File: config.mk
export PLATFORM = sky130hd
export DESIGN_NAME = kact_queue
export DESIGN_NICKNAME = d
export VERILOG_FILES = /design/src/kact_queue.sv
export SDC_FILE = /design/constraint.sdc
export NUM_CORES = 1
export LEC_CHECK = 0
export BUFFER_PORTS_ARGS = -buffer_cell sky130_fd_sc_hd__buf_2
export CAP_MARGIN = 5
export CORE_ASPECT_RATIO = 1.4
export CORE_MARGIN = 1
export CORE_UTILIZATION = 50
export CTS_BUF_LIST = sky130_fd_sc_hd__clkbuf_2 sky130_fd_sc_hd__clkbuf_4 sky130_fd_sc_hd__clkbuf_8
export CTS_CLUSTER_DIAMETER = 150
export CTS_CLUSTER_SIZE = 28
export DETAILED_ROUTE_END_ITERATION = 8
export PLACE_DENSITY = 0.76
export SYNTH_ARGS = -nofsm -noshare
export SYNTH_HDL_FRONTEND = slang
export SYNTH_SLANG_ARGS = --single-unit
File: constraint.sdc
create_clock -name aclk -period 10.92 [get_ports aclk]
set_input_delay 1.092 -clock aclk [delete_from_list [all_inputs] [get_ports aclk]]
set_output_delay 1.092 -clock aclk [all_outputs]
set_load 0.02 [all_outputs]
File: src/kact_queue.sv
// Two-entry queue between the front end and the table sequencer.
module kact_queue #(
    parameter int W = 82
) (
    input  logic         aclk,
    input  logic         aresetn,
    input  logic         push,
    input  logic [W-1:0] wdata,
    output logic         full,
    input  logic         pop,
    output logic         nonempty,
    output logic [W-1:0] rdata
);
    logic [W-1:0] ent_reg [2];
    logic [1:0]   cnt_reg;
    logic         wp_reg, rp_reg;

    assign full     = (cnt_reg == 2'd2);
    assign nonempty = (cnt_reg != 2'd0);
    assign rdata    = ent_reg[rp_reg];

    always_ff @(posedge aclk) begin
        if (!aresetn) begin
            cnt_reg <= '0;
            wp_reg  <= 1'b0;
            rp_reg  <= 1'b0;
        end else begin
            if (push) wp_reg <= !wp_reg;
            if (pop)  rp_reg <= !rp_reg;
            cnt_reg <= cnt_reg + {1'b0, push} - {1'b0, pop};
        end
        if (push) ent_reg[wp_reg] <= wdata;
    end
endmodule

* Word-level counts from Yosys, hierarchy flattened
Memories as Yosys holds them, arrays and structs flattened. A register that Yosys moved wholly into a read port is not among the register bits.
Index checks and enable logic that the tools add are counted.
** Storage, ports and cells
- Output and inout port bits :: 84
- Register bits :: 4
- Logic and storage cells :: 14
- Memories kept :: 1
- RAM bits :: 164
** Operators by class
- Reductions and logical operators :: 3
- Muxes and demuxes :: 4
- Equal/unequal tests :: 1
- Add/sub/neg operators :: 2
** Memory list
- ent_reg :: words 2, width 82, rd ports 1, clocked after memory_dff 1, wr ports 1, line 14 : logic [W-1:0] ent_reg [2];
** Operators by type and width (count)
- two-way mux 1 bit :: 4
- adder 2 x 1 -> 2 bit :: 1
- equality test 2 bit (second input constant) :: 1
- logical NOT 1 bit :: 2
- nonzero test 2 bit :: 1
- subtractor 2 x 1 -> 2 bit :: 1

* Logic depth before layout (Yosys ltp)
- Depth after elaboration :: 3
- Mapped depth :: 6
- Mapped depth without buffers :: 6

* Least setup slack after synthesis
OpenSTA, ideal clock, no wires.
- Path type :: input to register
- Start point :: in push
- End point :: mem ent_reg[0][0] (enable)
- Data arrival time :: 4.706 ns
- Cell stages on the path :: 1
- Required time :: 10.387 ns
- Setup slack :: 5.680 ns
- Path buffers :: 0
- Setup time :: 0.533 ns
- Path through :: nor2b_1
** Between the ends
- Word-level cells in the longest chain between the ends :: 2
** RTL lines
- from (decl) :: line 7 : input logic push,
- two-way mux 1 bit :: line 32 : if (push) ent_reg[wp_reg] <= wdata;
- two-way mux 1 bit (implied by the code) :: line 32
- to (decl) :: line 14
No other way between the ends.

==> summary.txt <==
=================================================================================================
Syn_area_per_cell                                                                        23.7 um2
Hold-fix buffers, CTS                                                                           0
Number of antenna violations at the first check in global routing                               4
Top fanout value on the critical path                                                          46
Dominant cell type by area after synthesis                                               edfxtp_1
Required time of the critical path                                                        9.83 ns
Cell area power density                                                                172 nW/um2
Final setup viols                                                                               0
Total of warnings raised by yosys                                                               0
CTS-repair resized insts                                                                        0
FF-to-FF path depth                                                                             2
DRC violation count after routing                                                               0
Largest cells by area after synthesis                                                edfxtp_1 (75%), mux2_4 (18%), buf_12 (2.4%)
Cell Area, Synth                                                                         6550 um2
FF-to-FF setup slack                                                                      8.67 ns
Clock tree from TritonCTS                                                                   built
Maximum clock insertion buffer count                                                            2
Fmax                                                                                      273 MHz
Maximum number of pins on one net before global-route repair                                   83
Core Rows                                                                                      49
Synth Net Count                                                                               364
Antenna Nets Post-Route                                                                         0
Fin crit period                                                                           3.67 ns
Number of buffer and inverter instances along the worst setup path                              2
Endpoint arrival time on the critical path                                                2.58 ns
Worst Tran Pin Value                                                                      1.13 ns
Grt total ovfl                                                                                  0
Fin. max-slew vios                                                                              0
Number of global-route vias before repair                                                    3204
Leakage power figure                                                                      3.12 nW
Worst Skew                                                                              0.0117 ns
Part of the cycle the worst path needs                                                      33.6%
FILL cells                                                                                    919
Vias per Instance                                                                            4.97
Global-route wire length before repair                                                   16100 um
Max FFs per register                                                                          164
Average detailed-routed wire length per instance                                          17.6 um
Level count of the clock H-tree                                                                 4
Final cell area excluding filler cells                                                   7800 um2
Crit Path Class                                                                      register to primary output
Crit path cell chain                                                                 buf_4 -> mux2_4 -> buf_2
Run status                                                                              completed
Number of I/O port buffers                                                                    169
Total Wirelength                                                                         11000 um
Number of storage elements in the synthesis netlist                                           169
Die Width                                                                                 98.7 um
Clk_lat worst skew                                                                        0.43 ns
Library cell contributing the largest single delay on the critical path                   dfxtp_4
Clock root buffer                                                                        clkbuf_8
Top Ports                                                                                     170
Post-Place Cell Area                                                                     7440 um2
Category of the worst setup path capture point                                       primary output
Worst vdd rail ir drop                                                                   0.104 mV
Number of distinct library cell variants in the gate-level netlist after synthesis             14
Total number of clock tree sinks                                                              169
Logic depth of the worst path, buffers included                                                 3
Number of hold violations in the final report                                                   0
Maximum single-stage delay on the critical path                                           0.78 ns
Clock input transition at the sequential cells of the worst setup and hold paths          0.08 ns
Height of the die                                                                          137 um
Cell family with the largest share of critical-path delay                            buffers and inverters
Class of the tightest hold or removal check                                          register to register
Share of final-layout standard cells stronger than drive strength 1                         61.5%
Fraction of the yosys area taken by sequential cells                                        76.7%
Initial Utilization                                                                         51.1%
RSZ-0062 raised after global routing                                                           no
Weighted congestion reported at the end of routability-driven placement                     0.697
Area Overhead vs Synth                                                                      19.1%
Startpoint types                                                                         register
First-pass detailed-route iteration total                                                       4
Buffers inserted during post-CTS setup optimization                                             0
Max-cap check violation count                                                                   0
Overall fraction of global-route tracks in use                                              16.4%
Worst slew margin                                                                           24.8%
Setup TNS                                                                                    0 ns
Least setup slack across all paths after layout                                           7.25 ns
Post-detailed-placement half-perimeter wirelength                                         7290 um
Floorplan Core Area                                                                     12800 um2
Post-layout nets                                                                              545
DIE AREA                                                                                13600 um2
Number of CTS-inserted buffers                                                                 17
Vias after detailed routing                                                                  3108
Post-Syn Instances                                                                            276
Area share of the largest cell type after synthesis                                         75.2%
Place WS                                                                                  7.65 ns
Hold path depth                                                                                 2
Initial DRC Count                                                                             110
=================================================================================================
## per-stage QoR
step / instances / hold slack [ns] / util, % / total power, W
2_1_floorplan: 276 / 0.555 / - / 0.000921
3_3_place_gp: 591 / 0.568 / 58.1 / 0.000966
3_5_place_dp: 591 / 0.581 / 58.1 / 0.000973
4_1_cts: 623 / 0.603 / 60.8 / 0.00136
5_1_grt: 623 / 0.628 / 60.8 / 0.00140
6_report: 625 / 0.599 / 60.8 / 0.00134
## worst register-to-register path, delay by kind of cell (launching register included)
| family | cells | cell delay, ns |
|---|---|---|
| AND/OR/NAND/NOR | 1 | 0.79 |
| buffers and inverters | 1 | 0.70 |
| flip-flops | 1 | 0.35 |
## where the power goes
group | switching [W] | internal, W | total [W]
clock | 0.000209 | 0.000180 | 0.000390
sequential | 0.0000165 | 0.000749 | 0.000766
combinational | 0.0000985 | 0.0000905 | 0.000189
## routing by layer
metal / up-vias / GRT usage, % / part of all wire (%)
li1: 1456 / - / -
met1: 1514 / 17.1 / 37
met2: 111 / 29.4 / 55
met3: 23 / 5.73 / 5.8
met4: 4 / 8.29 / 2.4
met5: - / 0 / 0.24
## placed cells by master, fill, tap and decap left out, drive strengths merged, types with 2 or more instances in the layout
| master | instances |
|---|---|
| and2 | 4 |
| buf | 171 |
| clkbuf | 24 |
| clkinv | 4 |
| clkinvlp | 4 |
| dfxtp | 5 |
| diode | 2 |
| edfxtp | 164 |
| ha | 2 |
| inv | 2 |
| mux2 | 82 |
| nor2b | 4 |
## final timing paths
| path | from | end |
|---|---|---|
| max | register | rdata[44] |
| min | rp_reg | register |
| max reg2reg | wp_reg | ent_reg[0][48] |
| min reg2reg | rp_reg | register |
## logic make-up (layout without fill, tap and decap cells)
group / after synthesis / count (layout) / synth area share, %
and+or+nand+nor: 9 / 9 / 0.860
buffers and inverters: 11 / 205 / 2.73
other: 0 / 2 / 0
muxes: 82 / 82 / 18.7
DFF: 169 / 169 / 76.7
xor gates and xnor gates: 2 / 2 / 0.478
AOI/OAI and AO/OA: 1 / 1 / 0.115
adders and majority gates: 2 / 2 / 0.382
## cells in the mapped netlist, drive strengths merged
cell type / number
and2: 4
xor2: 1
ha: 2
buf: 9
nor2b: 4
o21a: 1
mux2: 82
edfxtp: 164
xnor3: 1
or2: 1
inv: 2
dfxtp: 5
## final cells by class
type	count	area (um2)	area share (%)
Tap cell	153	191	2.46
Timing Repair Buffer	171	861	11.0
Clock buffer	24	299	3.84
Clock inverter	8	50.0	0.642
Sequential cell	169	5030	64.5
Inverter	2	7.51	0.0963
Multi-Input combinational cell	96	1350	17.4
Antenna cell	2	5.00	0.0642
No activity file was read; power rests on OpenSTA's default activity.
