## src/kact_pkg.sv

```systemverilog
// Shared types and constants for the keyed attempt counter table.
package kact_pkg;

    localparam logic [2:0] FN_LOOKUP     = 3'd0;
    localparam logic [2:0] FN_BUMP_REG   = 3'd1;
    localparam logic [2:0] FN_CLR_REG    = 3'd2;
    localparam logic [2:0] FN_CLAIM      = 3'd3;
    localparam logic [2:0] FN_CLR_NOTICE = 3'd4;
    localparam logic [2:0] FN_CLR_MOUNT  = 3'd5;
    localparam logic [2:0] FN_BUMP_MOUNT = 3'd6;

    localparam int          KEY_CHARS   = 9;
    localparam logic [31:0] FNV_BASIS   = 32'h811C9DC5;
    localparam logic [31:0] FNV_PRIME   = 32'h01000193;
    localparam logic [7:0]  COUNT_MAX   = 8'hFF;
    localparam logic [7:0]  LIMIT_RESET = 8'd3;

    typedef struct packed {
        logic [2:0]  func;
        logic [63:0] key_head;
        logic [7:0]  key_tail;
    } in_word_t;

    typedef struct packed {
        logic       found;
        logic       created;
        logic       evicted;
        logic       insert_failed;
        logic [7:0] register_count;
        logic [7:0] mount_count;
        logic       register_exhausted;
        logic       notice_flag;
        logic       raise_notice;
    } out_word_t;

endpackage

```

## src/kact_front.sv

```systemverilog
// Front end: takes a word, trims the key, hashes it and reduces the hash to an index slot.
module kact_front import kact_pkg::*; #(
    parameter int INDEX_SLOTS = 128,
    parameter int SW          = 7,
    parameter int W           = 3 + 64 + 8 + SW
) (
    input  logic         aclk,
    input  logic         aresetn,
    input  logic         en,
    input  logic         s_valid,
    output logic         s_ready,
    input  in_word_t     s_data,
    output logic         q_push,
    input  logic         q_full,
    output logic [W-1:0] q_data
);
    typedef enum logic [2:0] {F_IDLE, F_HASH, F_MUL, F_SUB, F_FIX, F_PUSH} fstate_t;

    localparam logic [SW:0] NSLOT   = (SW + 1)'(INDEX_SLOTS);
    localparam logic [31:0] NSLOT32 = 32'(INDEX_SLOTS);
    // floor(2^(32+SW) / INDEX_SLOTS), at most 33 bits
    localparam logic [63:0] RECIP_W = (64'd1 << (32 + SW)) / 64'(INDEX_SLOTS);
    localparam logic [32:0] RECIP   = RECIP_W[32:0];

    fstate_t     state_reg, state_next;
    logic [2:0]  func_reg, func_next;
    logic [63:0] head_reg, head_next;
    logic [7:0]  tail_reg, tail_next;
    logic [31:0] h_reg, h_next;
    logic [3:0]  bi_reg, bi_next;
    logic [64:0] prod_reg, prod_next;
    logic [SW:0] rem_reg, rem_next;
    logic [SW-1:0] r_reg, r_next;

    logic [63:0] nh;
    logic [7:0]  nt;
    logic        alive;
    logic [7:0]  cur_b;
    logic [63:0] lo_prod;
    logic [31:0] q_est;

    // keep bytes up to the first NUL
    always_comb begin
        nh = '0;
        nt = '0;
        alive = 1'b1;
        for (int i = 0; i < 9; i++) begin
            if (i >= KEY_CHARS) alive = 1'b0;
            if (i < 8) begin
                if (s_data.key_head[8*i +: 8] == 8'd0) alive = 1'b0;
                if (alive) nh[8*i +: 8] = s_data.key_head[8*i +: 8];
            end else begin
                if (s_data.key_tail == 8'd0) alive = 1'b0;
                if (alive) nt = s_data.key_tail;
            end
        end
    end

    assign cur_b   = bi_reg[3] ? tail_reg : head_reg[8*bi_reg[2:0] +: 8];
    assign lo_prod = {32'd0, h_reg} * {32'd0, RECIP[31:0]};
    // quotient estimate is exact or one short
    assign q_est   = 32'(prod_reg >> (32 + SW));
    assign s_ready = (state_reg == F_IDLE) && en;
    assign q_push  = (state_reg == F_PUSH) && !q_full;
    assign q_data  = {func_reg, head_reg, tail_reg, r_reg};

    always_comb begin
        state_next = state_reg;
        func_next  = func_reg;
        head_next  = head_reg;
        tail_next  = tail_reg;
        h_next     = h_reg;
        bi_next    = bi_reg;
        prod_next  = prod_reg;
        rem_next   = rem_reg;
        r_next     = r_reg;
        unique case (state_reg)
            F_IDLE: begin
                if (s_valid && s_ready) begin
                    func_next  = s_data.func;
                    head_next  = nh;
                    tail_next  = nt;
                    h_next     = FNV_BASIS;
                    bi_next    = '0;
                    state_next = F_HASH;
                end
            end
            F_HASH: begin
                if (bi_reg == 4'(KEY_CHARS) || cur_b == 8'd0) begin
                    state_next = F_MUL;
                end else begin
                    h_next  = (h_reg ^ {24'd0, cur_b}) * FNV_PRIME;
                    bi_next = bi_reg + 4'd1;
                end
            end
            F_MUL: begin
                prod_next  = {1'b0, lo_prod} + (RECIP[32] ? {1'b0, h_reg, 32'd0} : 65'd0);
                state_next = F_SUB;
            end
            F_SUB: begin
                rem_next   = (SW + 1)'(h_reg - q_est * NSLOT32);
                state_next = F_FIX;
            end
            F_FIX: begin
                r_next     = (rem_reg >= NSLOT) ? SW'(rem_reg - NSLOT) : rem_reg[SW-1:0];
                state_next = F_PUSH;
            end
            F_PUSH: begin
                if (!q_full) state_next = F_IDLE;
            end
            default: state_next = F_IDLE;
        endcase
    end

    always_ff @(posedge aclk) begin
        if (!aresetn) begin
            state_reg <= F_IDLE;
        end else begin
            state_reg <= state_next;
        end
        func_reg <= func_next;
        head_reg <= head_next;
        tail_reg <= tail_next;
        h_reg    <= h_next;
        bi_reg   <= bi_next;
        prod_reg <= prod_next;
        rem_reg  <= rem_next;
        r_reg    <= r_next;
    end
endmodule

```

## config.mk

```make
export PLATFORM = sky130hd
export DESIGN_NAME = kact_front
export DESIGN_NICKNAME = d
export VERILOG_FILES = /design/src/kact_pkg.sv /design/src/kact_front.sv
export SDC_FILE = /design/constraint.sdc
export NUM_CORES = 1
export LEC_CHECK = 0
export BUFFER_PORTS_ARGS = -buffer_cell sky130_fd_sc_hd__buf_2
export CAP_MARGIN = 25
export CORE_UTILIZATION = 55
export CTS_CLUSTER_DIAMETER = 40
export DETAILED_ROUTE_END_ITERATION = 12
export PLACE_DENSITY = 0.85
export SLEW_MARGIN = 5
export SYNTH_ARGS = -nofsm -noshare
export SYNTH_HDL_FRONTEND = slang
export SYNTH_SLANG_ARGS = --single-unit
```

## constraint.sdc

```tcl
create_clock -name aclk -period 6.1 [get_ports aclk]
set_input_delay 1.22 -clock aclk [delete_from_list [all_inputs] [get_ports aclk]]
set_output_delay 1.22 -clock aclk [all_outputs]
set_load 0.05 [all_outputs]
```

### Word-level counts from Yosys, hierarchy flattened

Cells that the tools add are included.

| storage, ports and cells | value |
|---|---|
| register bits | 137 |
| input port bits | 80 |
| output and inout port bits | 84 |
| logic and storage cells | 74 |

| operators by class | value |
|---|---|
| add/sub/neg operators | 3 |
| multipliers | 1 |
| order comparisons | 1 |
| equality and inequality tests | 10 |
| shift operators | 1 |
| multiplexer cells | 21 |
| bitwise gates (word level) | 1 |
| reductions and logical operators | 20 |

Operators by type and width:

| operator | count |
|---|---|
| $logic_not 8->1 | 10 |
| $mux 32 | 2 |
| $pmux 32 s2 | 1 |
| $shiftx 64x7->8 | 1 |
| $mul 32x25->32 const B | 1 |
| $xor 32x8->32 | 1 |
| $pmux 3 s6 | 1 |
| $mux 1 | 9 |
| $mux 3 | 3 |
| $ge 8x8->1 const B | 1 |
| $mux 4 | 2 |
| $mux 8 | 1 |
| $pmux 4 s2 | 1 |
| $sub 8x8->8 | 1 |
| $mux 7 | 1 |
| $sub 7x1->7 const B | 1 |
| $eq 3x2->1 const B | 2 |
| $eq 3x3->1 const B | 2 |
| $ne 2x2->1 const B | 3 |
| $reduce_and 3->1 | 2 |
| $add 4x1->4 const B | 1 |
| $eq 4x4->1 const B | 1 |
| $eq 3x1->1 const B | 1 |
| $logic_and 1x1->1 | 3 |
| 6 further kinds | 6 |

### Depth between registers and ports, before layout

Gate-level depths: netlist (run 1).

| depth | value |
|---|---|
| word-level depth | 10 |
| mapped depth | 16 |
| mapped depth without buffers | 14 |

### Least setup slack after synthesis (run 1)

No wires, ideal clock.

| timing | value |
|---|---|
| kind | input -> register |
| start | in s_valid |
| end | reg bi_reg[0] (enable) |
| setup time | 0.347 ns |
| arrival time | 3.510 ns |
| data required time | 5.753 ns |
| slack | 2.243 ns |
| stages on the path | 2 |
| path buffers | 0 |
| cell sequence | and3_1 > or2_1 |

| on the way | value |
|---|---|
| word-level cells in the longest chain between the ends | 3 |

RTL lines:

| what | line | RTL |
|---|---|---|
| from (decl) | kact_front.sv:10 | `input logic s_valid,` |
| $logic_and 1x1->1 | kact_front.sv:79 | `if (s_valid && s_ready) begin` |
| $ne 2x1->1 (no line) | - |  |
| $reduce_and 3->1 (no line) | - |  |
| to (signal assigned) | kact_front.sv:125 | `bi_reg <= bi_next;` |
| to (decl) | kact_front.sv:30 | `logic [3:0] bi_reg, bi_next;` |

No other way between the ends.
A chain may end at the register's enable or synchronous reset.

### Worst setup path in the final report (run 1)

| timing | value |
|---|---|
| start | reg bi_reg[0] |
| end | reg h_reg[6] (data pin) |

| on the way | value |
|---|---|
| word-level cells in the longest chain between the ends | 6 |

RTL lines:

| what | line | RTL |
|---|---|---|
| $shiftx 64x7->8 | kact_front.sv:59 | `assign cur_b = bi_reg[3] ? tail_reg : head_reg[8*bi_reg[2:0] +: 8];` |
| $mux 8 | kact_front.sv:59 |  |
| $xor 32x8->32 | kact_front.sv:92 | `h_next = (h_reg ^ {24'd0, cur_b}) * FNV_PRIME;` |
| $mul 32x25->32 | kact_front.sv:92 |  |
| $mux 32 | kact_front.sv:89 | `if (bi_reg == 4'(KEY_CHARS) \|\| cur_b == 8'd0) begin` |
| $pmux 32 s2 | kact_front.sv:77 | `unique case (state_reg)` |
| to (signal assigned) | kact_front.sv:124 | `h_reg <= h_next;` |
| to (decl) | kact_front.sv:29 | `logic [31:0] h_reg, h_next;` |

No other way between the ends. The select of a mux whose other input is x is not followed.

==> results of run 1 <==
==> where the power goes <==
group / internal (uW) / total [uW] / switching [uW]
Clock: 192 / 431 / 238
Sequential: 903 / 986 / 83.8
Combinational: 525 / 1200 / 675
Total: 1620 / 2620 / 997
==> logic make-up after synthesis <==
| kind of cell | Yosys count | share of synthesized area (%) |
|---|---|---|
| DFF | 103 | 61.97 |
| buffers and inverters | 26 | 2.456 |
| muxes | 25 | 7.747 |
| adders and majority gates | 18 | 4.709 |
| xor gates and xnor gates | 16 | 3.392 |
| AOI/OAI and AO/OA | 25 | 3.924 |
| and+or+nand+nor | 137 | 15.80 |
==> worst max-delay path by stage <==
stage | from | end | slack (ns) | cells after the start
floorplan | s_valid | bi_reg[0] | 2.24 | 2
global placement | bi_reg[0] | h_reg[6] | 2.10 | 14
detailed placement | bi_reg[0] | h_reg[6] | 1.96 | 14
CTS | bi_reg[0] | h_reg[6] | 1.93 | 14
global route | bi_reg[0] | h_reg[6] | 1.76 | 14
finish | bi_reg[0] | h_reg[6] | 1.94 | 14
==> cell usage in the layout (no fill, tap or decap), types with 2 or more instances in the layout <==
cell      count
and3_1        4
nand2b_1      4
mux2_2       10
clkinv_4      2
inv_1         5
or4_1         2
nor2_1       16
xor2_1        6
clkbuf_8      9
xnor2_1       8
mux2i_1       6
or2_1         2
dfxtp_1       3
o31ai_1       5
nand2_1      19
mux4_1        2
ha_1         17
edfxtp_1    100
buf_2       163
a22oi_1       2
a221oi_2      2
xnor3_1       2
and2_1       67
mux4_2        7
a21oi_1       3
nor4_1       14
nor3_1        3
o22ai_1       5
==> critical path: stages, from the launching register on <==
cell and delay (ns):
edfxtp_1 0.48, buf_4 0.38, mux4_2 0.53, or2_0 0.24, a22oi_2 0.19, xnor2_1 0.19, ha_1 0.29, ha_1 0.28
ha_1 0.30, ha_1 0.32, a21oi_1 0.17, xnor2_1 0.15, xnor2_1 0.10, xnor3_1 0.22, nand2_1 0.05
==> area by class of cell <==
cell class	instances	share of cell area, %
inverter	5	0.3128
multi-input combinational	221	29.38
clock inverter	6	1.147
sequential	103	51.05
tap	108	2.252
timing repair buffer	164	13.72
clock buffer	10	2.127
==> through the flow <==
| step | setup WS (ns) | hold WS (ns) | util [%] | cells | instance area [um2] |
|---|---|---|---|---|---|
| final | 1.938 | 0.4144 | 68.79 | 617 | 6000 |
| after global routing | 1.764 | 0.4278 | 68.79 | 617 | 6000 |
| after CTS | 1.929 | 0.4254 | 68.79 | 617 | 6000 |
| after detailed placement | 1.956 | 0.4061 | 66.54 | 601 | 5803 |
| after global placement | 2.098 | 0.4006 | 66.54 | 601 | 5803 |
| after floorplan | 2.243 | 0.4003 | - | 350 | 4942 |
==> per-layer routing <==
metal	vias up	GRT usage (%)	wire, um
met5	-	0	0
met4	0	8.266	257
met3	19	6.431	903
met2	167	43.45	5984
met1	1705	29.57	4425
li1	1603	-	-
==> flow_summary.json, run 1 <==
{
  "status": "complete, no violations",
  "die_y_um": 96.80,
  "clk_latency_ns": 0.37,
  "syn_inst": 350,
  "gp_congestion": 0.9567,
  "drtIter0Drc": 211,
  "dp_hpwl_um": 8917,
  "critPathLaunchType": "register",
  "holdPathEnd": "r_reg[4]",
  "wirelength_um": 11570,
  "min_path_cells": 0,
  "hold_violations": 0,
  "ys_warn_count": 0,
  "seq_area_mm2": 0.003063,
  "routed_via_density": 5.663,
  "path_clk_slew_ns": 0.11,
  "drive_above_1_share_pct": 39.49,
  "critPathMaxFanout": 24,
  "multi_input_area_mm2": 0.001763,
  "required_ns": 6.21,
  "min_period_ns": 4.162,
  "fin_total_pwr_uw": 2617,
  "htreeDepth": 3,
  "worstPathArrival_ns": 4.27,
  "synth_top_cell_by_area": "edfxtp_1",
  "cts_resized": 0,
  "cts_hold_buf": 0,
  "cts_buffers": 9,
  "port_buffers": 163,
  "syn_avg_cell_area_um2": 14.12,
  "core_mm2": 0.008721,
  "seq_area_frac_synth_pct": 61.97,
  "root_buffer": "clkbuf_8",
  "grt_pass1_wl_um": 17600,
  "largest_reg_flops": 64,
  "area_delta_synth_final_pct": 21.39,
  "r2r-end": "h_reg[6]",
  "post-cts-setup-buffer-count": 0,
  "min_from": "rem_reg[4]",
  "netlist_area_mm2": 0.004942,
  "powerDensity_mw_per_mm2": 436.2,
  "tns_ns": 0,
  "ctsLongestPathBuffers": 2,
  "synth_edf_count": 100,
  "synth_ff_type": "edfxtp_1",
  "r2r-start": "bi_reg[0]",
  "setup_viol": 0,
  "nFillCells": 594,
  "grt_max_degree": 77,
  "synthTopCellsByCount": "100 x edfxtp_1, 67 x and2_1, 19 x nand2_1, 17 x ha_1, 16 x nor2_1",
  "finalCritPeriodShare_pct": 68.23,
  "start_util_pct": 56.67,
  "syn-num-nets": 448,
  "grt_pass1_vias": 3424,
  "slew_violations": 0,
  "reg2reg_slack_ns": 1.94,
  "dieArea_mm2": 0.009369,
  "wl_per_cell_um": 18.75,
  "yosysTopAreaCellShare_pct": 60.76,
  "fin_nets": 602,
  "synthArstFlopShare_pct": 0,
  "maxCapViolCount": 0,
  "drcViolationCount": 0,
  "cts.sinks": 103,
  "relSlewSlack_pct": 34.45,
  "synth_most_common_cell": "edfxtp_1",
  "ioPinCount": 164,
  "ys_ff_latch": 103,
  "grt_usage_pct": 24.73,
  "dr.pass1.iters": 5,
  "num_vias": 3494,
  "overflow": 0,
  "antenna_found_initial": 0,
  "antenna_cells": 0,
  "path_class": "register to register",
  "rows": 34,
  "ir_worst_vdd_mv": 0.2794,
  "ys_types": 43,
  "ys_top_cells_by_area": "edfxtp_1 61%, and2_1 8.5%, ha_1 4.3%, mux4_2 3.2%, mux2_2 2.3%",
  "fmax_mhz": 240.3,
  "reg2reg_depth": 14,
  "p_leak_uw": 0.002389,
  "drtAntennaViolNets": 0,
  "cp-end-kind": "register",
  "hold_class": "register to register",
  "dieWidth_um": 96.80,
  "finClkSkew_ns": 0.01641,
  "tightest_slew_ns": 0.9832,
  "cts_tree": "built",
  "rsz0062_at_grt": "no"
}
No activity file was read; power rests on OpenSTA's default activity.
==> inputs of run 2 (changes only) <==
ABC_AREA = 1   (was unset)
CORE_UTILIZATION = 47   (was 55)
PLACE_DENSITY = 0.76   (was 0.85)
clock period = 3.8 ns   (was 6.1 ns; I/O delays follow)
==> flow_summary.json, run 2 <==
{
  "finalCritPeriodShare_pct": 95.14,
  "tightest_slew_ns": 0.9474,
  "seq_area_frac_synth_pct": 57.09,
  "synth_ff_type": "edfxtp_1",
  "startpoint": "bi_reg[0]",
  "ctsLongestPathBuffers": 2,
  "fin_nets": 880,
  "maxCapViolCount": 0,
  "synthTopCellsByCount": "125 x nand2_1, 115 x inv_1, 110 x nor2_1, 100 x edfxtp_1, 39 x nand3_1",
  "num_vias": 4495,
  "drtIter0Drc": 212,
  "antenna_found_initial": 0,
  "port_buffers": 163,
  "dr.pass1.iters": 4,
  "tns_ns": 0,
  "status": "complete, no violations",
  "drcViolationCount": 0,
  "r2r-end": "h_reg[6]",
  "ir_worst_vdd_mv": 0.2918,
  "synth_most_common_cell": "nand2_1",
  "reg2reg_slack_ns": 0.18,
  "dieWidth_um": 108.8,
  "slew_violations": 0,
  "root_buffer": "clkbuf_16",
  "ioPinCount": 164,
  "powerDensity_mw_per_mm2": 578.1,
  "p_leak_uw": 0.003419,
  "ys_ff_latch": 103,
  "gp_congestion": 0.9289,
  "ys_types": 35,
  "cts_buffers": 9,
  "min_period_ns": 3.615,
  "start_util_pct": 48.85,
  "grt_pass1_wl_um": 20620,
  "ys_warn_count": 0,
  "synth_edf_count": 100,
  "largest_reg_flops": 64,
  "worstPathArrival_ns": 3.70,
  "final_common_cell": "buf_2",
  "clk_latency_ns": 0.36,
  "overflow": 0,
  "ys_top_cells_by_area": "edfxtp_1 56%, nand2_1 8.7%, inv_1 8.0%, nor2_1 7.7%, ha_1 4.0%",
  "drive_above_1_share_pct": 32.91,
  "critPathMaxFanout": 7,
  "die_y_um": 108.8,
  "antenna_cells": 0,
  "final_cell_mix": "163 x buf_2, 121 x nand2_1, 115 x inv_1",
  "fmax_mhz": 276.6,
  "cts.sinks": 103,
  "required_ns": 3.88,
  "syn_avg_cell_area_um2": 9.032,
  "rows": 38,
  "reg2reg_depth": 22,
  "critPathLaunchType": "register",
  "relSlewSlack_pct": 36.84,
  "path_class": "register to register",
  "area_delta_synth_final_pct": 30.13,
  "htreeDepth": 3,
  "syn-num-nets": 692,
  "drtAntennaViolNets": 0,
  "cp-end-kind": "register",
  "core_mm2": 0.01098,
  "cts_hold_buf": 0,
  "critPathCapture": "h_reg[6]",
  "syn_inst": 594,
  "yosysTopAreaCellShare_pct": 55.97,
  "routed_via_density": 4.849,
  "hold_class": "register to register",
  "setup_viol": 0,
  "dieArea_mm2": 0.01185,
  "hold_violations": 0,
  "synth_top_cell_by_area": "edfxtp_1",
  "wl_per_cell_um": 14.39,
  "finClkSkew_ns": 0.009675,
  "synthArstFlopShare_pct": 0,
  "netlist_area_mm2": 0.005365,
  "dp_hpwl_um": 10350,
  "grt_max_degree": 76,
  "grt_pass1_vias": 4364,
  "grt_usage_pct": 23.42,
  "cts_tree": "built",
  "path_clk_slew_ns": 0.07,
  "r2r-start": "bi_reg[0]",
  "wirelength_um": 13340,
  "fin_total_pwr_uw": 4036
}
[run 2: critical path, stage by stage (launching register included)]
cell,delay (ns)
edfxtp_1,0.49
clkinv_4,0.13
buf_6,0.16
nand2_2,0.05
nand2_1,0.05
nand2_1,0.07
nand3_2,0.09
a21boi_4,0.20
xnor2_2,0.15
ha_2,0.22
ha_4,0.20
ha_4,0.24
ha_4,0.27
ha_4,0.20
a21oi_2,0.12
nand2_1,0.07
or2_4,0.23
nand4_1,0.11
nand2_1,0.08
nand3_2,0.06
nand2_1,0.05
nand2_1,0.06
nand3_1,0.07
[run 2: where the power goes]
| part | internal [uW] | switching [uW] |
|---|---|---|
| sequential | 1360 | 59.8 |
| combinational | 771 | 978 |
| clock | 449 | 420 |
| total | 2580 | 1460 |
[run 2: worst min-delay path by stage]
| stage | startpoint | endpoint | slack, ns | depth (start not counted) |
|---|---|---|---|---|
| floorplan | rem_reg[0] | r_reg[0] | 0.40 | 0 |
| global placement | rem_reg[6] | r_reg[6] | 0.40 | 0 |
| detailed placement | rem_reg[0] | r_reg[0] | 0.40 | 0 |
| CTS | rem_reg[0] | r_reg[0] | 0.42 | 0 |
| global route | rem_reg[5] | r_reg[5] | 0.42 | 0 |
| finish | rem_reg[0] | r_reg[0] | 0.42 | 0 |
[run 2: metrics by stage]
step	hold slack [ns]	utilization, %	cell area [um2]	cells	setup slack (ns)
2_1_floorplan	0.4003	-	5388	594	0.002901
3_3_place_gp	0.4018	58.68	6445	903	-0.02541
3_5_place_dp	0.4045	58.68	6445	903	-0.08912
4_1_cts	0.4197	61.84	6792	922	0.01296
5_1_grt	0.4223	63.57	6982	927	-0.002829
6_report	0.4200	63.57	6982	927	0.1847
[run 2: cells by family after synthesis]
kind of cell    synth area share [%]
compound gates                 1.959
xor+xnor                       1.306
fa+ha+maj                      4.338
buf+inv                        10.84
flops                          57.09
simple gates                   24.46
[run 2: final cells by class]
type	instances	area, um2
Inverter	123	467.9
Timing Repair Buffer	195	1079
Clock buffer	10	229.0
Tap cell	140	175.2
Clock inverter	6	45.04
Fill cell	896	4001
Sequential cell	103	3063
Multi-Input combinational cell	350	1923
[run 2: metal layers]
metal / share of wire [%] / GRT usage (%) / routed length (um)
met1: 43 / 28.78 / 5718
met2: 51 / 40.64 / 6795
met3: 4.8 / 4.483 / 643
met4: 1.3 / 9.073 / 180
met5: 0 / 0 / 0
[run 2: repair_timing]
action                     4_1_cts  5_1_grt
setup buffers                    2        5
pin swaps                        3       17
gates resized for setup         10       30
cloned                           1        0
setup endpoints to repair        1        1
